<file path="src/plceb_pkg.sv">
// shared types, constants and register codes for the pixel luma/color/edge boxer
`default_nettype none
package plceb_pkg;

    localparam int COORD_BITS = 10;
    localparam int COUNT_BITS = 17;
    localparam int PIX_BITS   = 8;
    localparam int SEL_BITS   = 3;
    localparam int CFG_IDX_BITS = 2;

    localparam logic [COUNT_BITS-1:0] COUNT_MAX = {COUNT_BITS{1'b1}};

    // configuration register indexes
    localparam logic [CFG_IDX_BITS-1:0] CFG_PRODUCT_SELECT = 2'd0;
    localparam logic [CFG_IDX_BITS-1:0] CFG_EDGE_THRESHOLD = 2'd1;

    localparam logic [SEL_BITS-1:0] SEL_RESET       = 3'd0;
    localparam logic [PIX_BITS-1:0] THRESHOLD_RESET = 8'd5;

    // product codes
    localparam logic [SEL_BITS-1:0] PROD_ONE   = 3'd1;
    localparam logic [SEL_BITS-1:0] PROD_TWO   = 3'd2;
    localparam logic [SEL_BITS-1:0] PROD_THREE = 3'd3;
    localparam logic [SEL_BITS-1:0] PROD_FOUR  = 3'd4;
    localparam logic [SEL_BITS-1:0] PROD_FIVE  = 3'd5;

    typedef logic [COORD_BITS-1:0] t_coord;
    typedef logic [COUNT_BITS-1:0] t_count;
    typedef logic [PIX_BITS-1:0]   t_pix;

    typedef struct packed {
        t_pix   red;
        t_pix   green;
        t_pix   blue;
        t_coord col;
        t_coord row;
        logic   last_pixel;
    } t_in_item;

    typedef struct packed {
        t_coord left;
        t_coord right;
        t_coord top;
        t_coord bottom;
    } t_box;

    typedef struct packed {
        t_pix   gray;
        logic   frame_done;
        t_coord edge_left;
        t_coord edge_right;
        t_coord edge_top;
        t_coord edge_bottom;
        t_coord color_left;
        t_coord color_right;
        t_coord color_top;
        t_coord color_bottom;
        t_count edge_count;
        t_count color_count;
    } t_out_item;

endpackage
`default_nettype wire

</file>
<file path="src/pixel_luma_color_edge_boxer_unit.sv">
// top level: pixel luma, color hit box and horizontal edge box per frame
//
//  channel | direction | handshake          | payload
//  --------+-----------+--------------------+---------------------------
//  in      | input     | valid / stall      | t_in_item (rgb, col, row, last)
//  out     | output    | valid / stall      | t_out_item (gray, boxes, counts)
//  cfg     | input     | valid / ready      | 2-bit index, 8-bit data
//
// one item per cycle sustained while the output does not stall; each result
// passes the input register, then the luma/compare/box logic and the result register
// synchronous active-low reset clears config, valids and all frame state
// an output stall holds the result; the input register keeps taking items
// until it also holds one, then the input side stalls
`default_nettype none
module pixel_luma_color_edge_boxer_unit (
    input  wire                                 i_clk,
    input  wire                                 i_rst_n,
    input  wire                                 i_in_valid,
    output logic                                o_in_stall,
    input  wire plceb_pkg::t_in_item            i_in_data,
    output logic                                o_out_valid,
    input  wire                                 i_out_stall,
    output plceb_pkg::t_out_item                o_out_data,
    input  wire                                 i_cfg_valid,
    output logic                                o_cfg_ready,
    input  wire [plceb_pkg::CFG_IDX_BITS-1:0]   i_cfg_index,
    input  wire [7:0]                           i_cfg_data
);
    import plceb_pkg::*;

    logic [SEL_BITS-1:0] r_sel;
    t_pix                r_threshold;

    logic     r_in_valid;
    t_in_item r_in;
    logic      r_out_valid;
    t_out_item r_out;
    t_out_item n_out;

    t_pix   r_prev_luma;
    logic   r_prev_valid;

    logic   advance;
    t_pix   gray;
    t_pix   diff;
    t_coord left_col;
    logic   color_hit;
    logic   edge_hit;
    t_box   color_box;
    t_box   edge_box;
    t_count color_count;
    t_count edge_count;

    assign o_cfg_ready = 1'b1;

    always_ff @(posedge i_clk) begin
        if (!i_rst_n) begin
            r_sel       <= SEL_RESET;
            r_threshold <= THRESHOLD_RESET;
        end else if (i_cfg_valid) begin
            case (i_cfg_index)
                CFG_PRODUCT_SELECT: r_sel       <= i_cfg_data[SEL_BITS-1:0];
                CFG_EDGE_THRESHOLD: r_threshold <= i_cfg_data;
                default: ;
            endcase
        end
    end

    assign advance    = r_in_valid && (!r_out_valid || !i_out_stall);
    assign o_in_stall = r_in_valid && r_out_valid && i_out_stall;

    always_ff @(posedge i_clk) begin
        if (!i_rst_n) begin
            r_in_valid <= 1'b0;
        end else if (!o_in_stall) begin
            r_in_valid <= i_in_valid;
        end
    end

    always_ff @(posedge i_clk) begin
        if (i_in_valid && !o_in_stall) begin
            r_in <= i_in_data;
        end
    end

    plceb_luma u_luma (
        .i_red   (r_in.red),
        .i_green (r_in.green),
        .i_blue  (r_in.blue),
        .o_gray  (gray)
    );

    plceb_color_match u_color (
        .i_sel   (r_sel),
        .i_red   (r_in.red),
        .i_green (r_in.green),
        .i_blue  (r_in.blue),
        .i_col   (r_in.col),
        .i_row   (r_in.row),
        .o_hit   (color_hit)
    );

    // edge point sits at the left neighbour, inside the inspection window
    assign left_col = r_in.col - 1'b1;
    assign diff     = (gray > r_prev_luma) ? (gray - r_prev_luma) : (r_prev_luma - gray);
    assign edge_hit = r_prev_valid && (r_in.col != '0) && (diff > r_threshold)
                   && (left_col inside {[200:469]}) && (r_in.row inside {[50:459]});

    plceb_box_accum u_color_box (
        .i_clk     (i_clk),
        .i_rst_n   (i_rst_n),
        .i_advance (advance),
        .i_hit     (color_hit),
        .i_x       (r_in.col),
        .i_y       (r_in.row),
        .i_clear   (r_in.last_pixel),
        .o_box     (color_box),
        .o_count   (color_count)
    );

    plceb_box_accum u_edge_box (
        .i_clk     (i_clk),
        .i_rst_n   (i_rst_n),
        .i_advance (advance),
        .i_hit     (edge_hit),
        .i_x       (left_col),
        .i_y       (r_in.row),
        .i_clear   (r_in.last_pixel),
        .o_box     (edge_box),
        .o_count   (edge_count)
    );

    always_ff @(posedge i_clk) begin
        if (!i_rst_n) begin
            r_prev_luma  <= '0;
            r_prev_valid <= 1'b0;
        end else if (advance) begin
            if (r_in.last_pixel) begin
                r_prev_luma  <= '0;
                r_prev_valid <= 1'b0;
            end else begin
                r_prev_luma  <= gray;
                r_prev_valid <= 1'b1;
            end
        end
    end

    always_comb begin
        n_out      = '0;
        n_out.gray = gray;
        if (r_in.last_pixel) begin
            n_out.frame_done   = 1'b1;
            n_out.edge_left    = edge_box.left;
            n_out.edge_right   = edge_box.right;
            n_out.edge_top     = edge_box.top;
            n_out.edge_bottom  = edge_box.bottom;
            n_out.color_left   = color_box.left;
            n_out.color_right  = color_box.right;
            n_out.color_top    = color_box.top;
            n_out.color_bottom = color_box.bottom;
            n_out.edge_count   = edge_count;
            n_out.color_count  = color_count;
        end
    end

    always_ff @(posedge i_clk) begin
        if (!i_rst_n) begin
            r_out_valid <= 1'b0;
        end else if (advance) begin
            r_out_valid <= 1'b1;
        end else if (!i_out_stall) begin
            r_out_valid <= 1'b0;
        end
    end

    always_ff @(posedge i_clk) begin
        if (advance) begin
            r_out <= n_out;
        end
    end

    assign o_out_valid = r_out_valid;
    assign o_out_data  = r_out;

endmodule
`default_nettype wire

</file>
<file path="src/plceb_luma.sv">
// bt.601 luma in q16 fixed point, truncated
`default_nettype none
module plceb_luma (
    input  wire plceb_pkg::t_pix i_red,
    input  wire plceb_pkg::t_pix i_green,
    input  wire plceb_pkg::t_pix i_blue,
    output plceb_pkg::t_pix      o_gray
);
    import plceb_pkg::*;

    localparam logic [23:0] K_RED   = 24'd19595;
    localparam logic [23:0] K_GREEN = 24'd38470;
    localparam logic [23:0] K_BLUE  = 24'd7471;

    logic [23:0] sum;

    // max sum is 65536*255, fits in 24 bits
    assign sum = ({16'd0, i_red} * K_RED) + ({16'd0, i_green} * K_GREEN)
               + ({16'd0, i_blue} * K_BLUE);
    assign o_gray = sum[23:16];

endmodule
`default_nettype wire

</file>
<file path="src/plceb_color_match.sv">
// per-product window and color band test
`default_nettype none
module plceb_color_match (
    input  wire [plceb_pkg::SEL_BITS-1:0] i_sel,
    input  wire plceb_pkg::t_pix          i_red,
    input  wire plceb_pkg::t_pix          i_green,
    input  wire plceb_pkg::t_pix          i_blue,
    input  wire plceb_pkg::t_coord        i_col,
    input  wire plceb_pkg::t_coord        i_row,
    output logic                          o_hit
);
    import plceb_pkg::*;

    logic band3_a;
    logic band3_b;

    assign band3_a = (i_red inside {[100:124]}) && (i_green inside {[41:89]})
                  && (i_blue inside {[11:99]});
    assign band3_b = (i_red inside {[70:99]}) && (i_green inside {[11:49]})
                  && (i_blue < 8'd10);

    always_comb begin
        case (i_sel)
            PROD_ONE: begin
                o_hit = (i_row inside {[301:449]}) && (i_col inside {[201:469]})
                     && (i_red inside {[71:174]}) && (i_green < 8'd100)
                     && (i_blue < 8'd50);
            end
            PROD_TWO: begin
                o_hit = (i_row inside {[71:179]}) && (i_col inside {[201:469]})
                     && (i_red == 8'd0) && (i_blue == 8'd0) && (i_green > 8'd90);
            end
            PROD_THREE: begin
                o_hit = (i_row inside {[71:219]}) && (i_col inside {[201:469]})
                     && (band3_a || band3_b);
            end
            PROD_FOUR: begin
                o_hit = (i_row inside {[71:199]}) && (i_col inside {[201:469]})
                     && (i_red == 8'd0) && (i_green == 8'd0) && (i_blue == 8'd0);
            end
            PROD_FIVE: begin
                o_hit = (i_row inside {[361:449]}) && (i_col inside {[251:419]})
                     && (i_red < 8'd100) && (i_green < 8'd100) && (i_blue > 8'd150);
            end
            default: begin
                o_hit = 1'b0;
            end
        endcase
    end

endmodule
`default_nettype wire

</file>
<file path="src/plceb_box_accum.sv">
// bounding box and saturating hit count for one set of points
`default_nettype none
module plceb_box_accum (
    input  wire                     i_clk,
    input  wire                     i_rst_n,
    input  wire                     i_advance,
    input  wire                     i_hit,
    input  wire plceb_pkg::t_coord  i_x,
    input  wire plceb_pkg::t_coord  i_y,
    input  wire                     i_clear,
    output plceb_pkg::t_box         o_box,
    output plceb_pkg::t_count       o_count
);
    import plceb_pkg::*;

    t_box   r_box;
    t_box   n_box;
    t_count r_count;
    t_count n_count;

    always_comb begin
        n_box   = r_box;
        n_count = r_count;
        if (i_hit) begin
            if (r_count == '0) begin
                n_box.left   = i_x;
                n_box.right  = i_x;
                n_box.top    = i_y;
                n_box.bottom = i_y;
            end else begin
                if (i_x < r_box.left)   n_box.left   = i_x;
                if (i_x > r_box.right)  n_box.right  = i_x;
                if (i_y < r_box.top)    n_box.top    = i_y;
                if (i_y > r_box.bottom) n_box.bottom = i_y;
            end
            if (r_count != COUNT_MAX) n_count = r_count + 1'b1;
        end
    end

    // the updated box is what a frame's last item reports
    assign o_box   = n_box;
    assign o_count = n_count;

    always_ff @(posedge i_clk) begin
        if (!i_rst_n) begin
            r_box   <= '0;
            r_count <= '0;
        end else if (i_advance) begin
            if (i_clear) begin
                r_box   <= '0;
                r_count <= '0;
            end else begin
                r_box   <= n_box;
                r_count <= n_count;
            end
        end
    end

endmodule
`default_nettype wire

</file>
<file path="config.mk">
export PLATFORM = sky130hd
export DESIGN_NAME = pixel_luma_color_edge_boxer_unit
export DESIGN_NICKNAME = d
export VERILOG_FILES = /design/src/plceb_pkg.sv /design/src/pixel_luma_color_edge_boxer_unit.sv /design/src/plceb_luma.sv /design/src/plceb_color_match.sv /design/src/plceb_box_accum.sv
export SDC_FILE = /design/constraint.sdc
export NUM_CORES = 1
export LEC_CHECK = 0
export BUFFER_PORTS_ARGS = -buffer_cell sky130_fd_sc_hd__buf_2
export CAP_MARGIN = 30
export CORE_MARGIN = 2
export CORE_UTILIZATION = 35
export CTS_BUF_LIST = sky130_fd_sc_hd__clkbuf_2 sky130_fd_sc_hd__clkbuf_4 sky130_fd_sc_hd__clkbuf_8
export CTS_CLUSTER_DIAMETER = 150
export DETAILED_ROUTE_END_ITERATION = 10
export HOLD_SLACK_MARGIN = 0.08
export SLEW_MARGIN = 20
export SYNTH_ARGS = -nofsm -noshare
export SYNTH_HDL_FRONTEND = slang
export SYNTH_SLANG_ARGS = --single-unit
</file>
<file path="constraint.sdc">
create_clock -name i_clk -period 10.85 [get_ports i_clk]
set_input_delay 0 -clock i_clk [delete_from_list [all_inputs] [get_ports i_clk]]
set_output_delay 0 -clock i_clk [all_outputs]
set_load 0.05 [all_outputs]
</file>
# Yosys cells after proc, flatten, opt, wreduce, memory -nomap -nowiden
# Cells that the tools add are included.
[totals]
word_cells = 182
ff_bits = 304
in_bits = 60
[op_classes]
magnitude_cmp = 43
addsub = 7
mul = 3
n_mux = 27
n_reduce_logical = 59
n_eq_ne = 9
[ops]
columns = ["cell", "n"]
rows = [
  ["$mux 40", 6],
  ["$mux 115", 1],
  ["$mux 17", 6],
  ["$mux 10", 8],
  ["$le 10x9->1 const B", 5],
  ["$mul 8x15->23 const B", 2],
  ["$logic_and 1x1->1", 45],
  ["$gt 10x10->1", 4],
  ["$lt 10x10->1", 4],
  ["$add 17x1->17 const B", 2],
  ["$logic_not 17->1", 2],
  ["$ne 17x17->1 const B", 2],
  ["$le 8x7->1 const B", 4],
  ["$ge 10x8->1 const B", 3],
  ["$le 10x8->1 const B", 3],
  ["$add 23x24->24", 1],
  ["$add 24x21->24", 1],
  ["$ge 8x7->1 const B", 3],
  ["$logic_not 8->1", 3],
  ["$mul 8x13->21 const B", 1],
  ["$ge 10x9->1 const B", 2],
  ["$ge 8x4->1 const B", 2],
  ["$gt 8x8->1", 2],
  ["$lt 8x7->1 const B", 2],
  ["24 further kinds", 34],
]

# Depth between registers and ports, before layout
# Gate-level depths: netlist of the first run.
[depth]
depth_word = 11
depth_mapped = 49

# By module
# From an unflattened synthesis of the first run, not the netlist that was laid out.
[unflattened]
hier_cells = 2163
hier_area_um2 = 22532.9
[by_module_without_submodules]
columns = ["module", "n_inst", "area_per_inst_um2", "cells_each", "seq_area_each_um2"]
rows = [
  ["plceb_box_accum", 2, 4003.8, 446, 1141.1],
  ["pixel_luma_color_edge_boxer_unit", 1, 7872.6, 551, 5485.3],
  ["plceb_luma", 1, 5998.3, 621, 0.0],
  ["plceb_color_match", 1, 654.4, 99, 0.0],
]

# Least setup slack after synthesis of the first run
# No wires, ideal clock.
[synth_path]
path_kind = "register to register"
start = "register r_in[34] (netlist bit)"
end = "register u_edge_box.r_count[0]"
required_time_ns = 10.722
setup_slack_ns = -0.635
t_arrival_ns = 11.358
path_stages_with_launch = 49
path_cell_list = "edfxtp_1 -> ha_1 -> fa_1 -> inv_1 -> fa_1 -> inv_1 -> ha_1 -> and3b_1 -> o21a_1 -> o21a_1 -> nor2_1 -> nor2_1 -> nor2_1 -> xnor2_1 -> fa_1 -> fa_1 -> inv_1 -> fa_1 -> [... 13 more ...] -> a21oi_1 -> o31a_1 -> o22ai_1 -> mux2_2 -> o21bai_1 -> a21oi_1 -> xnor2_1 -> ha_1 -> nand4_1 -> nor2_1 -> or4_1 -> a221o_1 -> nor3_4 -> buf_6 -> buf_2 -> o21ai_0 -> a22oi_1 -> nor2_1"
[synth_via]
elab_chain_len = 11
word_cells_on_any_way = 13
classes_between = "4 x add/sub; 1 x mul; 2 x order compare; 3 x mux; 3 x reduce/logical"
[synth_lines]
columns = ["item", "line", "text"]
rows = [
  ["start: declaration", "pixel_luma_color_edge_boxer_unit.sv:35", "t_in_item r_in;"],
  ["start signal: assignment", "pixel_luma_color_edge_boxer_unit.sv:82", "r_in <= i_in_data;"],
  ["$mul 8x15->23 (*)", "plceb_luma.sv:18", "assign sum = ({16'd0, i_red} * K_RED) + ({16'd0, i_green} * K_GREEN)"],
  ["$add 23x24->24 (*)", "plceb_luma.sv:18", ""],
  ["$add 24x21->24 (*)", "plceb_luma.sv:19", "+ ({16'd0, i_blue} * K_BLUE);"],
  ["named net gray[2]", "pixel_luma_color_edge_boxer_unit.sv:44", "t_pix gray;"],
  ["$sub 8x8->8 / $gt 8x8->1 (equally long branches)", "pixel_luma_color_edge_boxer_unit.sv:105", "assign diff = (gray > r_prev_luma) ? (gray - r_prev_luma) : (r_prev_luma - gray);"],
  ["$mux 8 (*)", "pixel_luma_color_edge_boxer_unit.sv:105", ""],
  ["$gt 8x8->1 (*)", "pixel_luma_color_edge_boxer_unit.sv:106", "assign edge_hit = r_prev_valid && (r_in.col != '0) && (diff > r_threshold)"],
  ["$logic_and 1x1->1 (*)", "pixel_luma_color_edge_boxer_unit.sv:106", ""],
  ["$logic_and 1x1->1 (*) (2 in a row)", "pixel_luma_color_edge_boxer_unit.sv:107", "&& (left_col inside {[200:469]}) && (r_in.row inside {[50:459]});"],
  ["$mux 17 (*)", "plceb_box_accum.sv:24", "if (i_hit) begin"],
  ["$mux 17 (*)", "plceb_box_accum.sv:49", "if (i_clear) begin"],
  ["end signal: assignment", "plceb_box_accum.sv:54", "r_count <= n_count;"],
  ["end: declaration", "plceb_box_accum.sv:18", "t_count r_count;"],
]
# The timed path passes the listed nets; every way through them passes the cells marked *.
# A chain may end at the register's enable or synchronous reset.

# Final worst setup path of the first run
[layout_path]
start = "register r_in[35] (netlist bit)"
end = "register r_out (netlist bit o_out_data[105]) (data pin)"
[layout_via]
elab_chain_len = 10
word_cells_on_any_way = 12
classes_between = "4 x add/sub; 1 x mul; 2 x order compare; 2 x mux; 3 x reduce/logical"
[layout_lines]
columns = ["item", "line", "text"]
rows = [
  ["$mul 8x15->23 (*)", "plceb_luma.sv:18", ""],
  ["$add 23x24->24 (*)", "plceb_luma.sv:18", ""],
  ["$add 24x21->24 (*)", "plceb_luma.sv:19", ""],
  ["named net gray[7]", "pixel_luma_color_edge_boxer_unit.sv:44", ""],
  ["$sub 8x8->8 / $gt 8x8->1 (equally long branches)", "pixel_luma_color_edge_boxer_unit.sv:105", ""],
  ["$mux 8 (*)", "pixel_luma_color_edge_boxer_unit.sv:105", ""],
  ["$gt 8x8->1 (*)", "pixel_luma_color_edge_boxer_unit.sv:106", ""],
  ["$logic_and 1x1->1 (*)", "pixel_luma_color_edge_boxer_unit.sv:106", ""],
  ["$logic_and 1x1->1 (*) (2 in a row)", "pixel_luma_color_edge_boxer_unit.sv:107", ""],
  ["$mux 40 (*)", "plceb_box_accum.sv:24", ""],
  ["end signal: assignment", "pixel_luma_color_edge_boxer_unit.sv:178", "r_out <= n_out;"],
  ["end: declaration", "pixel_luma_color_edge_boxer_unit.sv:37", "t_out_item r_out;"],
]
# Marked as above.

==> results.tsv, run 1 <==
stage	metric	value	unit
logic_synthesis	register bit total from synthesis	304	
logic_synthesis	Synth Area per Inst	10.0	sq um
routing	1st-iter DRT viols	952	
clocking	clock tree buffer depth	3	
logic_synthesis	Most used DFF post-synth	edfxtp_1	
clocking	root buffer cell	clkbuf_8	
setup_path	Worst setup SP type	flop	
cells_and_area	FILL cells	6035	
routing	DR DRC count	0	
timing	clock skew	0.0324	ns
routing	final WL	65700	microns
logic_synthesis	Async SR Flop Fraction	0	
clocking	CTS tree	built	
cells_and_area	most common cell after layout, fill and taps aside	inv_1	
global_routing	largest net degree at the start of global routing	91	
setup_path	crit end category	flop	
setup_path	CP Class	flop to flop	
die	starting density of the core	0.354	
cells_and_area	Layout area overhead	26.7	%
timing	worst slew pin tran	1.15	ns
die	CORE AREA	63100	sq um
place	PortBufs	184	
global_routing	initial antenna violation count	2	
min_path	min-delay worst type	primary input to flop	
setup_path	Slowest cell on crit path	fa_1	
run_status	outcome	complete, but fails checks	
logic_synthesis	Mapped Nets	2697	
cells_and_area	commonest non-fill, non-tap cells in the layout	inv_1 (344), ha_1 (286), buf_2 (184)	
die	Rows	92	
clocking	latest clock arrival within the worst-skew pair	0.66	ns
setup_path	max incr delay on CP	0.56	ns
timing	worst setup margin	-0.113	ns
run_status	failing checks	setup timing	
cells_and_area	layout cells sized above 1	0.215	
die	io pins	186	
routing	Vias	18000	
logic_synthesis	Synth Cell Area	22300	sq um
timing	fin crit share	1.01	
timing	fmax	0.0912	GHz
setup_path	R2R setup slack	-0.11	ns
cells_and_area	Layout Nets	3091	
timing	fin crit period	10.96	ns
timing	setup violators final	78	
logic_synthesis	sequential share of the synthesized area	0.348	
place	dpl ws	-0.372	ns
setup_path	critical path's most frequent cell	inv_1	
clocking	clock-pin slew on the worst setup and hold paths	0.07	ns
place	hpwl dp	47800	microns
timing	RSZ-0062 raised after global routing	yes	
routing	first-pass detailed-route iteration total	5	
routing	WL/cell	18.7	microns
logic_synthesis	synth warn	0	
min_path	hold path depth	2	
timing	final hold viol count	0	
die	die area	65800	sq um
timing	hold slack	0.104	ns
min_path	Worst Hold Path EP	r_in[35]	
routing	Routed Antenna Nets	0	
place	routability congestion estimate	0.894	
timing	Slew HR	0.230	
setup_path	Worst Reg-to-Reg Cells	46	
global_routing	first-pass GRT wire length	103000	microns
setup_path	CP Data Arrival Time	11.31	ns
logic_synthesis	count of cell types in the netlist	88	
logic_synthesis	Synth Instances	2224	
logic_synthesis	EDFF count, synth	168	
clocking	CTS H-tree lvls	2	
global_routing	grt ovf	0	
clocking	CTS buffer count	55	
run	maxcap violations	0	
global_routing	gr usage total	0.196	
die	Die H	256	microns
die	die width	256	microns
setup_path	r2r startpoint	r_in[35]	
setup_path	Crit Path Max Fanout	8	
setup_path	WP data required	11.20	ns
timing	Slew Viols, Final	0	
clocking	CTS sink count	304	
setup_path	worst r2r dst	o_out_data[105]	
global_routing	vias in the first global route	18500	
routing	Avg Vias per Cell	5.13	
min_path	worst hold start	i_in_data[35]	
-- sequential cells by signal, summed over array words and instances, names as in the netlist --
name / count
o_out_data: 123
u_edge_box.r_box: 40
r_prev_valid: 1
u_edge_box.r_count: 17
r_threshold: 8
u_color_box.r_box: 40
u_color_box.r_count: 17
r_in: 45
r_sel: 3
o_out_valid: 1
r_prev_luma: 8
r_in_valid: 1
-- layout make-up --
class	instances	area, sq um	share of cell area
clock buffer	87	1070	0.0379
inverter	352	1330	0.0470
multi-input combinational	1487	13600	0.482
clock inverter	17	179	0.00633
antenna	1	2.50	0.0000885
sequential	304	7770	0.275
timing repair buffer	418	3220	0.114
tap	846	1060	0.0375
-- how the worst max path moves through the flow --
stage                   from              end  slack (ns)  cells past startpoint
finish              r_in[35]  o_out_data[105]       -0.11                     46
global route        r_in[35]  o_out_data[111]       -0.56                     50
CTS                 r_in[34]   o_out_data[95]        0.04                     48
detailed placement  r_in[34]  o_out_data[100]       -0.37                     48
global placement    r_in[34]  o_out_data[101]       -0.18                     48
floorplan           r_in[35]  o_out_data[101]        0.02                     46
-- per-stage QoR --
step | std cells | TNS, ns | area [sq um] | util
floorplan | 2224 | 0 | 22400 | -
global placement | 3262 | -8.82 | 24700 | 0.392
detailed placement | 3264 | -29.74 | 24700 | 0.392
CTS | 3483 | 0 | 27300 | 0.433
global route | 3512 | -53.31 | 28300 | 0.448
finish | 3512 | -3.66 | 28300 | 0.448
-- logic make-up (layout without fill, tap and decap cells) --
kind of cell	after synthesis	after routing	synth area share
DFF	304	304	0.348
AOI/OAI and AO/OA	414	415	0.127
buffers and inverters	434	874	0.0749
xor gates and xnor gates	67	67	0.0266
and+or+nand+nor	515	515	0.116
muxes	76	76	0.0343
other	1	2	0.000168
adders and majority gates	413	413	0.272
-- critical path: cells and delay by family, from the launching register on --
kind | cells | cell delay (ns)
AO/OA/AOI/OAI | 11 | 2.34
XOR/XNOR | 4 | 0.72
adder cells (fa/ha/maj) | 11 | 4.38
buffers and inverters | 11 | 1.06
flip-flops | 1 | 0.42
multiplexers | 1 | 0.27
AND/OR/NAND/NOR | 8 | 1.45
-- Yosys cell counts, drive strengths merged, types with 6 or more instances --
cell	number	area (sq um)
inv	351	1320
mux2i	73	731
a21o	30	225
dfxtp	136	2720
a31oi	18	113
edfxtp	168	5040
xor2	23	209
nand3	58	290
a211oi	19	155
o21ai	70	350
o31ai	11	82.6
o2bb2ai	10	87.6
nor3	36	196
nor4	16	106
buf	19	113
nand2b	14	87.6
a22o	58	508
or3	21	136
nand2	75	282
nor2b	19	119
a31o	10	87.6
ha	293	3670
clkbuf	63	236
nand4	28	175
xnor2	44	385
fa	120	2400
o211ai	6	45.0
and2	15	93.8
and3	24	150
o21a	18	135
a21oi	102	514
nor2	175	662
o21bai	10	75.1
-- repair_timing --
action | in CTS | in global routing
hold buffers | 106 | 0
setup buffers | 7 | 20
resized for setup | 34 | 163
endpoints found under the hold margin | 77 | 0
pin swaps | 36 | 56
cloned | 2 | 9
endpoints found under the setup margin | 114 | 114
-- routing by layer --
layer,track usage,vias up,part of all wire
met5,0,-,0
met2,0.340,481,0.49
met1,0.247,8920,0.43
met4,0.0578,0,0.028
li1,-,8522,-
met3,0.0363,110,0.057
Power of run 1 is not shown: default switching activity piles up to over one toggle a cycle in this logic, so the estimate is an artifact.
==> run 2, diff against run 1 <==
Settings changed: CELL_PAD_IN_SITES_DETAIL_PLACEMENT from default to 0, CELL_PAD_IN_SITES_GLOBAL_PLACEMENT from default to 2, PLACE_DENSITY_LB_ADDON from default to 0.1.
==> results.tsv, run 2 (synthesized netlist as in run 1, its figures left out) <==
stage	metric	value	unit	change
run_status	outcome	complete, but fails checks		
run_status	failing checks	setup timing		
timing	fmax	0.0915	GHz	+0.34%
timing	hold slack	0.134	ns	+0.0299 ns
timing	setup violators final	23		-71%
global_routing	grt ovf	0		unchanged
clocking	CTS buffer count	57		+3.6%
setup_path	CP Data Arrival Time	11.34	ns	+0.03 ns
routing	Routed Antenna Nets	0		unchanged
die	die width	256	microns	unchanged
setup_path	CP Class	flop to flop		
clocking	latest clock arrival within the worst-skew pair	0.66	ns	about the same
clocking	CTS sink count	304		unchanged
timing	final hold viol count	0		unchanged
setup_path	Crit Path Max Fanout	8		unchanged
clocking	CTS tree	built		
global_routing	first-pass GRT wire length	108000	microns	+5.3%
cells_and_area	Layout Nets	3155		+2.1%
cells_and_area	layout cells sized above 1	0.219		+0.00478
timing	fin crit share	1.01		-0.00339
routing	WL/cell	19.4	microns	+3.5%
timing	Slew Viols, Final	0		unchanged
die	CORE AREA	63100	sq um	unchanged
routing	DR DRC count	0		unchanged
routing	1st-iter DRT viols	684		-28%
global_routing	largest net degree at the start of global routing	85		-6.6%
die	starting density of the core	0.354		unchanged
place	PortBufs	184		unchanged
timing	worst setup margin	-0.0766	ns	+0.0368 ns
setup_path	critical path's most frequent cell	fa_1		
global_routing	gr usage total	0.211		+0.0153
timing	RSZ-0062 raised after global routing	yes		
setup_path	Slowest cell on crit path	fa_1		
timing	fin crit period	10.93	ns	-0.0368 ns
routing	first-pass detailed-route iteration total	5		unchanged
routing	Vias	17800		-1.3%
setup_path	max incr delay on CP	0.50	ns	-0.06 ns
cells_and_area	Final Cell Area	28500	sq um	+0.95%
cells_and_area	Largest register FFs	123		unchanged
timing	Slew HR	0.313		+0.0829
die	die area	65800	sq um	unchanged
die	io pins	186		unchanged
global_routing	initial antenna violation count	3		+1
routing	Avg Vias per Cell	4.98		-3.1%
place	hpwl dp	50700	microns	+5.9%
place	routability congestion estimate	0.830		-7.2%
die	Rows	92		unchanged
die	Die H	256	microns	unchanged
timing	clock skew	0.0294	ns	-0.00302 ns
run	maxcap violations	0		unchanged
clocking	root buffer cell	clkbuf_8		
setup_path	R2R setup slack	-0.08	ns	+0.04 ns
clocking	clock tree buffer depth	3		unchanged
cells_and_area	Layout area overhead	27.9	%	
cells_and_area	fin util	0.452		+0.00424
clocking	clock-pin slew on the worst setup and hold paths	0.06	ns	about the same
cells_and_area	most common cell after layout, fill and taps aside	inv_1		
setup_path	crit end category	flop		
min_path	min-delay worst type	primary input to flop		
routing	final WL	69300	microns	+5.4%
timing	worst slew pin tran	1.03	ns	-0.128 ns
clocking	CTS H-tree lvls	2		unchanged
setup_path	Worst setup SP type	flop		
setup_path	WP data required	11.27	ns	+0.07 ns
global_routing	vias in the first global route	19000		+2.6%
place	Area after DPL	25100	sq um	+1.6%
cells_and_area	commonest non-fill, non-tap cells in the layout	inv_1 (346), ha_1 (287), buf_2 (184)		
run 2: changes by cell type in the layout (fill, tap and decap cells not counted), moves of 7 or more:
cell / previous run / this run
a21oi_2: 20 / 13
buf_4: 94 / 147
o21ai_0: 41 / 51
a21oi_1: 80 / 87
clkbuf_8: 67 / 60
clkbuf_4: 20 / 33
run 2: layer usage:
layer  vias up  share of wire  track usage
met3       113          0.036       0.0277
met1      8692           0.43        0.257
met2       336           0.50        0.380
met5         -              0            0
li1       8657              -            -
met4         0          0.036       0.0735
run 2: final timing paths:
path / cells past startpoint / from / to
hold / removal: 4 / i_cfg_valid / r_threshold[5]
hold reg to reg: 2 / u_color_box.r_box[19] / u_color_box.r_box[19]
setup reg to reg: 49 / r_in[34] / o_out_data[22]
setup / recovery: 49 / r_in[34] / o_out_data[22]
run 2: area by class of cell:
class / instances / area (sq um)
sequential: 304 / 7770
multi-input combinational: 1486 / 13400
antenna: 1 / 2.50
clock inverter: 14 / 163
clock buffer: 93 / 1070
fill: 6160 / 34600
inverter: 352 / 1330
tap: 846 / 1060
timing repair buffer: 481 / 3710
run 2: stage by stage:
stage	cells	setup slack, ns	TNS, ns
after CTS	3562	-0.120	-2.96
after detailed placement	3320	-0.391	-28.50
after global placement	3318	-0.207	-10.37
after global routing	3577	-0.616	-58.84
after floorplan	2224	0.0206	0
final	3577	-0.0766	-0.651
run 2: timing repair:
action / in CTS / in global routing
hold buffers: 112 / 0
setup endpoints to repair: 111 / 114
pin swaps: 36 / 49
cloned: 5 / 3
resized for setup: 69 / 79
endpoints found under the hold margin: 78 / 0
buffers inserted: 18 / 11
run 2: critical path: cells and delay by family, from the launching register on:
kind            cells  cell delay, ns
flops               1            0.42
buf+inv             8            0.77
xor+xnor            4            0.62
compound gates     12            2.58
mux                 1            0.33
fa+ha+maj          11            4.15
simple gates       13            1.80
Power of run 2 is left out for the same reason.
==> run 3, diff against run 2 <==
Clock period 10.85 ns to 9.7 ns, I/O delays scaled along.
==> results.tsv, run 3 (synthesized netlist as in run 1, its figures left out) <==
stage	metric	value	unit	change
run_status	outcome	complete, but fails checks		
place	Area after DPL	25700	sq um	+2.1%
setup_path	CP Class	flop to flop		
cells_and_area	Layout area overhead	30.2	%	
routing	WL/cell	19.1	microns	-1.1%
cells_and_area	storage element area	7770	sq um	unchanged
setup_path	critical path launch point	r_in[34]		
global_routing	grt ovf	0		unchanged
cells_and_area	Largest register FFs	123		unchanged
routing	DR DRC count	0		unchanged
cells_and_area	Final Cell Area	29000	sq um	+1.8%
timing	Slew HR	0.159		-0.154
cells_and_area	fin util	0.460		+0.00815
setup_path	r2r startpoint	r_in[34]		
setup_path	WP buf/inv	10		+2
die	die width	256	microns	unchanged
timing	worst slew pin tran	1.25	ns	+0.228 ns
clocking	clock tree buffer depth	3		unchanged
global_routing	first-pass GRT wire length	109000	microns	+0.80%
setup_path	CP Data Arrival Time	11.46	ns	+0.12 ns
cells_and_area	commonest non-fill, non-tap cells in the layout	inv_1 (346), ha_1 (288), buf_4 (197)		
clocking	latest clock arrival within the worst-skew pair	0.68	ns	+0.02 ns
timing	final hold viol count	0		unchanged
clocking	CTS tree	built		
routing	first-pass detailed-route iteration total	5		unchanged
place	routability congestion estimate	0.823		-0.90%
setup_path	Crit Path Max Fanout	6		-2
die	Die H	256	microns	unchanged
routing	Routed Antenna Nets	0		unchanged
die	io pins	186		unchanged
clocking	root buffer cell	clkbuf_8		
cells_and_area	FILL cells	6111		-0.80%
setup_path	Slowest cell on crit path	fa_1		
global_routing	gr usage total	0.212		+0.00112
routing	Vias	18000		+1.2%
min_path	min-delay worst type	primary input to flop		
die	die area	65800	sq um	unchanged
timing	Slew Viols, Final	0		unchanged
die	Rows	92		unchanged
routing	final WL	69500	microns	+0.24%
clocking	CTS sink count	304		unchanged
routing	top sig layer	met4		
routing	1st-iter DRT viols	667		-2.5%
clocking	CTS buffer count	56		-1.8%
routing	Avg Vias per Cell	4.97		-0.15%
place	PortBufs	184		unchanged
die	starting density of the core	0.354		unchanged
routing	Met1 Wirelength	31400	microns	+6.2%
die	CORE AREA	63100	sq um	unchanged
clocking	CTS H-tree lvls	2		unchanged
routing	met3 WL	2380	microns	-3.6%
setup_path	Worst setup SP type	flop		
global_routing	vias in the first global route	18900		-0.16%
min_path	worst hold start	i_in_data[32]		
timing	fin crit period	10.88	ns	-0.0491 ns
run_status	failing checks	setup timing		
timing	worst setup margin	-1.18	ns	-1.10 ns
setup_path	critical path depth	51		+4.1%
setup_path	Worst Reg-to-Reg Cells	51		+4.1%
global_routing	initial antenna violation count	1		-2
timing	setup violators final	114		+400%
run	maxcap violations	0		unchanged
min_path	hold path depth	2		-2
setup_path	CP delay by family, top	adder cells		
timing	clock skew	0.0440	ns	+0.0146 ns
cells_and_area	Layout Nets	3205		+1.6%
setup_path	crit end category	flop		
routing	met2 wire length	34000	microns	-2.3%
cells_and_area	most common cell after layout, fill and taps aside	inv_1		
place	hpwl dp	51400	microns	+1.5%
timing	RSZ-0062 raised after global routing	yes		
cells_and_area	layout cells sized above 1	0.237		+0.0177
timing	fin crit share	1.12		+0.114
timing	fmax	0.0919	GHz	+0.45%
setup_path	max incr delay on CP	0.57	ns	+0.07 ns
global_routing	largest net degree at the start of global routing	62		-27%
clocking	clock-pin slew on the worst setup and hold paths	0.06	ns	about the same
cells_and_area	multi-input logic area	13600	sq um	+1.5%
setup_path	WP data required	10.28	ns	-0.99 ns
## run 3: cell types whose count changed in the layout (fill, tap and decap cells not counted), sizes merged, moves of 2 or more
cell / change
buf: +47
clkbuf: -17
clkinv: +14
clkinvlp: +2
dlygate4sd3: +3
## run 3: repair_timing
| action | CTS | global route |
|---|---|---|
| resized for setup | 71 | 95 |
| pin swaps | 36 | 37 |
| setup buffers | 23 | 8 |
| gates cloned | 6 | 2 |
| hold buffers | 115 | 0 |
| endpoints found under the hold margin | 81 | 0 |
| setup endpoints to repair | 114 | 114 |
## run 3: through the flow
| stage | worst slack [ns] | TNS (ns) | std cells | hold WS [ns] |
|---|---|---|---|---|
| after CTS | -1.23 | -132.64 | 3617 | 0.104 |
| final | -1.18 | -122.77 | 3627 | 0.125 |
| after floorplan | -0.861 | -72.64 | 2224 | 0.0989 |
| after global routing | -1.76 | -188.33 | 3626 | 0.0992 |
| after detailed placement | -1.46 | -153.07 | 3368 | 0.178 |
| after global placement | -1.28 | -135.74 | 3367 | 0.178 |
## run 3: metal layers
metal,vias to the layer above,track usage
met4,0,0.0598
met1,8847,0.273
met2,313,0.372
met5,-,0
li1,8767,-
met3,92,0.0278
## run 3: area by class of cell
| class | instances | area share |
|---|---|---|
| Timing Repair Buffer | 530 | 0.141 |
| Multi-Input combinational cell | 1488 | 0.469 |
| Tap cell | 846 | 0.0364 |
| Antenna cell | 2 | 0.000172 |
| Clock inverter | 28 | 0.00724 |
| Clock buffer | 77 | 0.0324 |
| Inverter | 352 | 0.0458 |
| Sequential cell | 304 | 0.267 |
## run 3: path summary, 6_finish.rpt
kind                             to  slack [ns]
max reg2reg  u_edge_box.r_count[10]       -1.18
min                        r_in[32]        0.12
max          u_edge_box.r_count[10]       -1.18
min reg2reg    u_edge_box.r_box[14]        0.46
Power of run 3 is left out for the same reason.
